File: src/design/bcpa_pkg.sv
`timescale 1ns / 1ps
// ----------------------------------------------------------------------------
// bcpa_pkg
// Types and codes shared by the binary convolution popcount accumulator.
// ----------------------------------------------------------------------------
package bcpa_pkg;

	localparam int SUM_W = 16;

	localparam logic OP_LOAD  = 1'b0;
	localparam logic OP_ACCUM = 1'b1;

	typedef struct packed {
		logic        opcode;
		logic [3:0]  lane;
		logic [4:0]  tap;
		logic [31:0] kernel_word;
		logic [31:0] plane_low;
		logic [31:0] plane_high;
		logic        final_req;
	} item_t;

	typedef struct packed {
		logic [3:0]              out_lane;
		logic signed [SUM_W-1:0] sum;
		logic                    run_end;
	} result_t;

	// per-cycle control shared by all lanes
	typedef struct packed {
		logic add_s2;   // item in stage 2 adds its term
		logic clr_s2;   // item in stage 2 closes the run
	} lane_ctrl_t;

endpackage

File: src/design/bcpa_drain.sv
`timescale 1ns / 1ps
// ----------------------------------------------------------------------------
// bcpa_drain
// Merge stage: snapshots all lane sums at the end of a pixel and shifts them
// out one result per request, lane 0 first.
// ----------------------------------------------------------------------------
module bcpa_drain #(
	parameter int LANES = 16,
	parameter int CNT_W = 4
) (
	input  logic                              clk,
	input  logic                              arst_n,
	input  logic                              capture,
	input  logic signed [bcpa_pkg::SUM_W-1:0] sums [LANES],
	output logic                              result_valid,
	input  logic                              result_stall,
	output bcpa_pkg::result_t                 result,
	output logic                              busy
);

	logic signed [bcpa_pkg::SUM_W-1:0] sh_q [LANES];
	logic [CNT_W-1:0]                  cnt_q;
	logic                              valid_q;
	logic                              take;
	logic                              last;

	assign take = valid_q && !result_stall;
	assign last = (32'(cnt_q) == LANES - 1);

	always_ff @(posedge clk) begin
		if (capture) begin
			sh_q <= sums;
		end else if (take) begin
			for (int i = 0; i < LANES - 1; i++) begin
				sh_q[i] <= sh_q[i+1];
			end
		end
	end

	always_ff @(posedge clk or negedge arst_n) begin
		if (!arst_n) begin
			valid_q <= 1'b0;
			cnt_q   <= '0;
		end else if (capture) begin
			valid_q <= 1'b1;
			cnt_q   <= '0;
		end else if (take) begin
			if (last) begin
				valid_q <= 1'b0;
			end else begin
				cnt_q <= cnt_q + 1'b1;
			end
		end
	end

	assign result_valid    = valid_q;
	assign busy            = valid_q;
	assign result.out_lane = 4'(cnt_q);
	assign result.sum      = sh_q[0];
	assign result.run_end  = last;

endmodule

File: config.mk
export PLATFORM = sky130hd
export DESIGN_NAME = bcpa_drain
export DESIGN_NICKNAME = d
export VERILOG_FILES = /design/src/design/bcpa_pkg.sv /design/src/design/bcpa_drain.sv
export SDC_FILE = /design/constraint.sdc
export NUM_CORES = 1
export LEC_CHECK = 0
export BUFFER_PORTS_ARGS = -buffer_cell sky130_fd_sc_hd__buf_4
export CAP_MARGIN = 20
export CORE_UTILIZATION = 55
export CTS_CLUSTER_SIZE = 14
export DETAILED_ROUTE_END_ITERATION = 8
export PLACE_DENSITY = 0.94
export SYNTH_ARGS = -nofsm -noshare
export SYNTH_HDL_FRONTEND = slang
export SYNTH_SLANG_ARGS = --single-unit
File: constraint.sdc
create_clock -name clk -period 15.6 [get_ports clk]
set_clock_uncertainty 0.2 [all_clocks]
set_input_delay 4.68 -clock clk [delete_from_list [all_inputs] [get_ports clk]]
set_output_delay 4.68 -clock clk [all_outputs]
set_load 0.01 [all_outputs]
==> impl_metrics.csv <==
group,metric,value,unit
clocking,h-tree-depth,1,
power,p_leak,5.44,nW
critical_path,end_kind,"register",
final_layout,syn2layout_area_growth,25.8,%
die,initial_core_util,56.6,%
routing,drt-pass1-iter-count,4,
critical_path,path_class,"input pin to register",
power,pwr-share-seq,53.7,%
timing,finalCriticalPeriod,7.19,ns
die,core,19600,sq um
power,p_clk_share,36.5,%
clocking,cts-root-buf,"clkbuf_16",
routing,ant_nets,0,
critical_path,reg2reg_slack,12.54,ns
place,routabilityCongestion,0.752,
timing,relSlewSlack,28.2,%
critical_path,critical_path_buf_inv_count,2,
place,dpl_cell_area,13100,sq um
final_layout,seq_area,7810,sq um
timing,fin_setup_tns,0,ns
die,io_pins,283,
critical_path,crit_family,"buffers and inverters",
die,die_h,144,um
final_layout,multi_input_area,2840,sq um
timing,worst_pin_slew,1.08,ns
synthesis,ys_warn_count,0,
power,switching_share,20.1,%
global_routing,grt_overflow,0,
synthesis,ys_seq_area_share,70.4,%
synthesis,syn_inst,567,
synthesis,synth_top_area_share,69.3,%
run,max-cap-violations,0,
routing,met3_length,2500,um
power,internal-power,1.31,mW
critical_path,path_cells,"buf_8 -> nand2b_4 -> buf_4",
synthesis,synth_common_cells,"edfxtp_1 (256), mux2_2 (240), buf_6 (27)",
clocking,clock_path_buffers,3,
synthesis,synthFlopType,"edfxtp_1",
routing,highest_layer,"met4",
clocking,cts_buffers,27,
routing,wl_per_cell,19.7,um
critical_path,critical_path.slowest_cell,"nand2b_4",
critical_path,crit_arrival,7.12,ns
critical_path,cpPeakStageDelay,0.94,ns
synthesis,synth_top_cell_by_area,"edfxtp_1",
global_routing,first_global_vias,6199,
timing,fin_crit_sh,46.1,%
synthesis,synthAdderAreaFrac,0.113,%
clocking,cts.repair.resized,0,
synthesis,post-synth-top-count-cell,"edfxtp_1",
synthesis,synth-edff-count,256,
die,num_rows,51,
clocking,cts_sinks,261,
clocking,clk_pin_slew,0.06,ns
hold_path,worstHoldPathType,"register to register",
timing,setup_viol,0,
routing,wl_met1,7750,um
global_routing,grt_use_total,20.6,%
routing,drt-total-wl,22100,um
synthesis,synth_xor_area_share,0,%
synthesis,yosys-top-cells-area,"edfxtp_1 (69%), mux2_2 (24%), buf_6 (2.7%)",
routing,drt-vias-per-instance,5.24,
critical_path,cp.required,15.53,ns
synthesis,syn_nets,828,
clocking,cts_tree,"built",
synthesis,synth-compound-area-share,0.463,%
power,peakVddDrop,108,uV
synthesis,synth_top_family_by_area,"multiplexers",
place,portBuffers,282,
run_status,run_status,"complete, no violations",
synthesis,synth-simple-area-share,0.620,%
die,dieArea,20700,sq um
synthesis,synthMuxAreaShare,24.4,%
final_layout,drive_above_1_share,65.5,%
clocking,worst_skew_pair.late_latency,0.52,ns
die,die_w,144,um
final_layout,design_area,13900,sq um
timing,rsz0062_at_grt,"no",
final_layout,nNetsFinal,1098,
global_routing,grt_max_degree,91,
power,p_sw,0.329,mW
power,combPwrFrac,9.8,%
critical_path,start_kind,"input pin",
final_layout,n_fill_cell,1173,
synthesis,synthesis.area,11100,sq um
synthesis,syn_avg_cell_area,19.6,sq um
global_routing,antenna_found_initial,0,
global_routing,grt_pass1_wl,31800,um
routing,wl_met2,11300,um
timing,finalHoldViolations,0,
routing,drc,0,
synthesis,yosys_register_bits,261,
power,cellPowerDensity,117,nW/um^2
routing,vias,5863,
timing,maxSlewViolCount,0,
synthesis,synthArstFlopShare,1.92,%
clocking,cts_hold_buffers,0,
clocking,post_cts_buffers,0,
place,hpwl,14400,um
timing,fmax,0.139,GHz
critical_path,crit_fanout,90,
routing,initialDrtViolationCount,206,
final_layout,antenna_cells,0,
synthesis,synth_cell_types,18,
-- worst reg2reg max path: stages, from the launching register on --
cell      delay (ns)
dfrtp_1         0.43
nand2b_1        0.22
nand2b_4        0.82
buf_4           0.96
-- logic make-up after synthesis --
logic type | after synthesis
flip-flops | 261
multiplexers | 240
buffers and inverters | 46
AND/OR/NAND/NOR | 10
AO/OA/AOI/OAI | 9
adder cells (fa/ha/maj) | 1
-- cells in the final DEF, fill, tap and decap left out, types with 2 or more instances in the layout --
cell,instances
bufinv_16,2
mux2_2,240
edfxtp_1,256
clkinv_1,7
clkbuf_16,27
a21oi_1,4
clkbuf_1,7
buf_4,285
dfrtp_1,5
o21ai_0,3
nand2b_1,2
nand3_1,2
-- registers in the layout, summed over array words and instances, names as in the netlist --
register / cells
result: 16
cnt_q: 4
busy: 1
sh_q: 240
-- layout make-up --
cell class	count	area share (%)
flip-flops and latches	261	56.0
multi-input cells	260	20.4
repair buffers	286	15.4
clock buffers	34	5.03
well taps	265	2.38
clock inverters	11	0.718
inverters	1	0.0269
-- stage by stage --
| step | total power, mW | std cells | hold WS, ns | utilization [%] | setup WS (ns) |
|---|---|---|---|---|---|
| 3_3_place_gp | 1.04 | 1073 | 0.326 | 67.1 | 7.87 |
| 4_1_cts | 1.65 | 1118 | 0.346 | 71.2 | 8.36 |
| 3_5_place_dp | 1.05 | 1073 | 0.334 | 67.1 | 7.82 |
| 2_1_floorplan | 0.989 | 567 | 0.325 | - | 4.08 |
| 5_1_grt | 1.69 | 1118 | 0.348 | 71.2 | 8.20 |
| 6_report | 1.64 | 1118 | 0.345 | 71.2 | 8.41 |
-- final timing paths --
path                                start    endpoint  cells after the start
worst max-delay path              capture   sh_q[160]                      3
worst min-delay path            sh_q[239]  result[16]                      1
worst max register to register       busy   sh_q[160]                      3
worst min register to register  sh_q[239]  result[16]                      1
max in group asynchronous          arst_n    cnt_q[3]                      1
min in group asynchronous          arst_n    cnt_q[1]                      1
-- power by group through the flow --
stage	clock network [mW]	logic (mW)	registers (mW)
final	0.598	0.160	0.879
after global routing	0.637	0.173	0.885
after CTS	0.612	0.162	0.880
after detailed placement	0	0.160	0.893
after global placement	0	0.153	0.888
after floorplan	0	0.0983	0.891
-- per-layer routing --
layer / global-route usage (%) / up-vias
met4: 6.27 / 0
met5: 0 / -
li1: - / 2745
met1: 21.7 / 2826
met3: 8.54 / 34
met2: 37.3 / 258
Power figures use the tool's default switching activity.
