[src/design/bcpa_pkg.sv]
`timescale 1ns / 1ps
// ----------------------------------------------------------------------------
// bcpa_pkg
// Types and codes shared by the binary convolution popcount accumulator.
// ----------------------------------------------------------------------------
package bcpa_pkg;

	localparam int SUM_W = 16;

	localparam logic OP_LOAD  = 1'b0;
	localparam logic OP_ACCUM = 1'b1;

	typedef struct packed {
		logic        opcode;
		logic [3:0]  lane;
		logic [4:0]  tap;
		logic [31:0] kernel_word;
		logic [31:0] plane_low;
		logic [31:0] plane_high;
		logic        final_req;
	} item_t;

	typedef struct packed {
		logic [3:0]              out_lane;
		logic signed [SUM_W-1:0] sum;
		logic                    run_end;
	} result_t;

	// per-cycle control shared by all lanes
	typedef struct packed {
		logic add_s2;   // item in stage 2 adds its term
		logic clr_s2;   // item in stage 2 closes the run
	} lane_ctrl_t;

endpackage

[src/design/bcpa_lane.sv]
`timescale 1ns / 1ps
// ----------------------------------------------------------------------------
// bcpa_lane
// One output-channel lane: kernel word memory, XOR popcount and the 16-bit
// wrapping accumulator.
// ----------------------------------------------------------------------------
module bcpa_lane #(
	parameter int TAPS  = 32,
	parameter int KW    = 32,
	parameter int TAP_W = 5
) (
	input  logic                             clk,
	input  logic                             arst_n,
	input  logic                             wr_en,
	input  logic [TAP_W-1:0]                 wr_tap,
	input  logic [KW-1:0]                    wr_data,
	input  logic [TAP_W-1:0]                 rd_tap,
	input  logic [KW-1:0]                    plane_low_s1,
	input  logic [KW-1:0]                    plane_high_s1,
	input  bcpa_pkg::lane_ctrl_t             ctrl,
	output logic signed [bcpa_pkg::SUM_W-1:0] sum_next
);

	localparam int PC_W = $clog2(KW + 1);

	// adder tree: pairs at stride 1, 2, 4 ... fold into the lower index
	function automatic logic [PC_W-1:0] popcnt(input logic [KW-1:0] v);
		logic [PC_W-1:0] t [KW];
		for (int i = 0; i < KW; i++) begin
			t[i] = PC_W'(v[i]);
		end
		for (int s = 1; s < KW; s = s * 2) begin
			for (int i = 0; i + s < KW; i = i + 2 * s) begin
				t[i] = t[i] + t[i+s];
			end
		end
		return t[0];
	endfunction

	logic [KW-1:0]   mem [TAPS];
	logic [KW-1:0]   k_s1;
	logic [PC_W-1:0] pc_k_s2;
	logic [PC_W-1:0] pc_lo_s2;
	logic [PC_W-1:0] pc_hi_s2;
	logic [bcpa_pkg::SUM_W-1:0] term;
	logic signed [bcpa_pkg::SUM_W-1:0] acc_q;

	always_ff @(posedge clk) begin
		if (wr_en) begin
			mem[wr_tap] <= wr_data;
		end
		k_s1 <= mem[rd_tap];
	end

	always_ff @(posedge clk) begin
		pc_k_s2  <= popcnt(k_s1);
		pc_lo_s2 <= popcnt(plane_low_s1 ^ k_s1);
		pc_hi_s2 <= popcnt(plane_high_s1 ^ k_s1);
	end

	// (lo - k) + 2*(hi - k), modulo 2^16
	always_comb begin
		term = (bcpa_pkg::SUM_W'(pc_lo_s2) - bcpa_pkg::SUM_W'(pc_k_s2))
			+ ((bcpa_pkg::SUM_W'(pc_hi_s2) - bcpa_pkg::SUM_W'(pc_k_s2)) << 1);
		sum_next = ctrl.add_s2 ? acc_q + $signed(term) : acc_q;
	end

	always_ff @(posedge clk or negedge arst_n) begin
		if (!arst_n) begin
			acc_q <= '0;
		end else if (ctrl.clr_s2) begin
			acc_q <= '0;
		end else begin
			acc_q <= sum_next;
		end
	end

endmodule

[config.mk]
export PLATFORM = sky130hd
export DESIGN_NAME = bcpa_lane
export DESIGN_NICKNAME = d
export VERILOG_FILES = /design/src/design/bcpa_pkg.sv /design/src/design/bcpa_lane.sv
export SDC_FILE = /design/constraint.sdc
export NUM_CORES = 1
export LEC_CHECK = 0
export BUFFER_PORTS_ARGS = -buffer_cell sky130_fd_sc_hd__clkbuf_2
export CAP_MARGIN = 20
export CORE_MARGIN = 2
export CORE_UTILIZATION = 53
export CTS_CLUSTER_SIZE = 40
export DETAILED_ROUTE_END_ITERATION = 7
export GPL_TIMING_DRIVEN = 0
export PLACE_DENSITY = 0.69
export RECOVER_POWER = 100
export SLEW_MARGIN = 25
export SYNTH_ARGS = -nofsm -noshare
export SYNTH_HDL_FRONTEND = slang
export SYNTH_SLANG_ARGS = --single-unit
export TNS_END_PERCENT = 1
[constraint.sdc]
create_clock -name clk -period 14.5 [get_ports clk]
set_clock_uncertainty 0.2 [all_clocks]
set_input_delay 0.725 -clock clk [delete_from_list [all_inputs] [get_ports clk]]
set_output_delay 0.725 -clock clk [all_outputs]
set_load 0.01 [all_outputs]
==> results.toml <==
[logic_synthesis]
ys_top_cells_by_area = "edfxtp_1 (69%), mux4_2 (16%), fa_1 (4.0%)"
yosysMostFrequentCell = "edfxtp_1"
synth_top_area_share_pct = 68.5
ys_seq_elements = 1090
yosys-top-cells-count = "edfxtp_1 (1024), mux4_2 (320), inv_1 (119)"
syn_area_mm2 = 0.0449
yosysWarnings = 0
avgSynthCellArea_um2 = 21.6
synth_flop_cell = "edfxtp_1"
synth_top_cell_by_area = "edfxtp_1"
netlist_instances = 2075
async_flop_share_pct = 1.47
ys_seq_area_share_pct = 71.6
synth_edf_count = 1024
synth.distinct_cells = 44
syn-num-nets = 2323

[hold_path]
hold_depth = 2
min_to = "acc_q[2]"
worst_hold_path_type = "input pin to flip-flop"
hold_start = "ctrl[0]"

[setup_path]
arrival_ns = 5.66
required_ns = 13.57
r2r_end = "pc_lo_s2[4]"
cp-startpoint = "pc_k_s2[0]"
critical_path.top_delay_family = "compound AO/OA/AOI/OAI gates"
timing.rr.start = "k_s1[27]"
cp_max_fo = 10
path_class = "flip-flop to primary output"
crit_chain = "ha_1 > inv_1 > fa_1 > a211oi_1 > o21bai_1 > a21oi_1 > fa_1 > ha_1 > clkbuf_1 > nand2_1 > o21ai_0 > a21oi_1 > a21o_1 > mux2i_1 > xor2_1 > clkbuf_1"
crit_cells = 16
reg2reg_depth = 15
crit_buf_inv = 3
crit_path_top_delay_cell = "a21oi_1"
worstSetupEndpointType = "primary output"
max_stage_delay_ns = 1.03
critPathLaunchType = "flip-flop"
r2r_setup_slack_ns = 8.90

[final_layout]
final_nets = 2611
fin_area_mm2 = 0.0505
area_growth_syn_to_layout_pct = 12.6
diodes = 0
drive_above_1_share_pct = 24.5
fillers = 5891

[status]
outcome = "complete, but fails checks"
violations = "max-capacitance violations, max-slew violations"

[sta]
holdWs_ns = 0.125
tns_ns = 0
period_minus_slack_ns = 6.59
setup_slack_ns = 7.91
slew_viol_final = 166
period_share_pct = 45.4
worst_slew_pin_slew_ns = 2.24
grt_setup_unrepaired = "false"
setup_viol = 0
final-hold-violation-count = 0
fmax_ghz = 0.152
maxSlewHeadroom_pct = -50.1

[clocking]
post-cts-setup-buffer-count = 0
cts_buffer_depth = 3
clock_latency_ns = 0.68
clk_transition_reported_paths_ns = 0.05
tritoncts = "yes"
cts.root.buffer_cell = "clkbuf_16"
cts_buffers = 107
numClockSinks = 1090
h-tree-depth = 3

[detailed_routing]
drt_first_pass_iters = 5
vias_per_cell = 6.06
num_vias = 21700
drc = 0
drt.antenna.violating_nets = 0
wl_mm = 107
first_iter_violations = 2280
wl_per_cell_um = 29.7

[place]
io_buffers = 120
hpwl_mm = 72.0
dp_slack_ns = 8.59
place_area_mm2 = 0.0486
place_congestion = 0.866

[grt]
overflow = 0
antenna_found_initial = 3
track_usage_pct = 25.3
grt_pass1_wl_mm = 156
grt_max_degree = 33
grt_pass1_vias = 23100

[floorplan]
die_x_um = 295
die-height_um = 295
initial_core_util_pct = 53.6
dieArea_mm2 = 0.0870
core_mm2 = 0.0837
ioPinCount = 127
rows = 106

[power_and_ir_drop]
ir_drop_mv = 0.485
power.leakage_uw = 0.0168
power.density_mw_per_mm2 = 219

[job]
maxCapViolCount = 13
==> sequential cells by signal, summed over array words and instances, names as in the netlist <==
register and cells:
acc_q 16, k_s1 32, mem 1024, pc_hi_s2 6
pc_k_s2 6, pc_lo_s2 6
==> placed cells by master (no fill, tap or decap), types with 7 or more instances in the layout <==
master and instances:
edfxtp_1 1024, mux4_2 320, clkbuf_1 171, inv_1 119
clkbuf_16 110, fa_1 89, clkbuf_2 73, dfxtp_1 50
xor2_1 49, ha_1 48, nor2_1 41, xnor2_1 37
a21oi_1 32, buf_2 25, clkinv_2 24, mux2_1 22
clkinv_1 22, a21o_1 20, nor2b_1 18, nand2_1 17
o21ai_0 16, dfrtp_1 16, mux2_2 14, bufinv_16 9
nand3_1 8, o21a_1 7
==> area by class of cell <==
| type | instances | area, um2 | area share [%] |
|---|---|---|---|
| sequential | 1090 | 32200 | 63.6 |
| multi-input combinational | 783 | 11900 | 23.6 |
| clock buffer | 131 | 2840 | 5.62 |
| tap | 1134 | 1420 | 2.81 |
| timing repair buffer | 179 | 763 | 1.51 |
| clock inverter | 67 | 624 | 1.24 |
| inverter | 119 | 447 | 0.884 |
| buffer | 83 | 387 | 0.765 |
==> worst max path at each step <==
stage                   end  slack [ns]
5_1_grt        sum_next[15]        7.49
2_1_floorplan   pc_hi_s2[4]        9.14
6_report       sum_next[15]        7.91
4_1_cts        sum_next[15]        8.45
3_3_place_gp    pc_lo_s2[4]        8.64
3_5_place_dp    pc_lo_s2[4]        8.59
==> per-stage QoR <==
stage | util, % | power [uW] | cells
final | 60.4 | 11100 | 3586
after global placement | 56.0 | 8420 | 3329
after CTS | 62.3 | 11200 | 3586
after floorplan | - | 7240 | 2075
after global routing | 60.4 | 11900 | 3586
after detailed placement | 58.1 | 8530 | 3387
==> layer usage <==
| layer | vias up | track usage, % | wire length (um) |
|---|---|---|---|
| met5 | - | 0 | 0 |
| met3 | 193 | 4.38 | 8970 |
| met4 | 0 | 6.86 | 3130 |
| li1 | 8980 | - | - |
| met1 | 11500 | 35.3 | 41800 |
| met2 | 1074 | 41.8 | 52700 |
==> kinds of logic (layout without fill, tap and decap cells) <==
kind of cell	count (synthesis)	after routing	synth area share (%)
AOI/OAI and AO/OA	90	90	1.25
xor gates and xnor gates	87	87	1.73
adders and majority gates	137	137	5.31
buffers and inverters	202	579	1.83
DFF	1090	1090	71.6
muxes	360	360	17.0
and+or+nand+nor	109	109	1.20
==> where the power goes <==
group          switching, uW  internal, uW  total, uW  leakage (uW)
Clock                   1170          1560       2730       0.00170
Combinational           2650          2060       4710       0.00523
Sequential              53.6          3600       3650       0.00986
Total                   3870          7210      11100        0.0168
==> repair_timing <==
action | 4_1_cts | 5_1_grt
resized for setup | 0 | 0
endpoints found under the hold margin | 16 | 0
setup endpoints to repair | 0 | 0
hold buffers | 1 | 0
==> worst register-to-register path: cells and delay by family, from the launching register on <==
kind / cells / cell delay [ns]
compound gates: 2 / 0.39
xor+xnor: 2 / 0.34
fa+ha+maj: 8 / 3.87
buf+inv: 3 / 0.16
flops: 1 / 0.55
No activity file was read; power rests on OpenSTA's default activity.
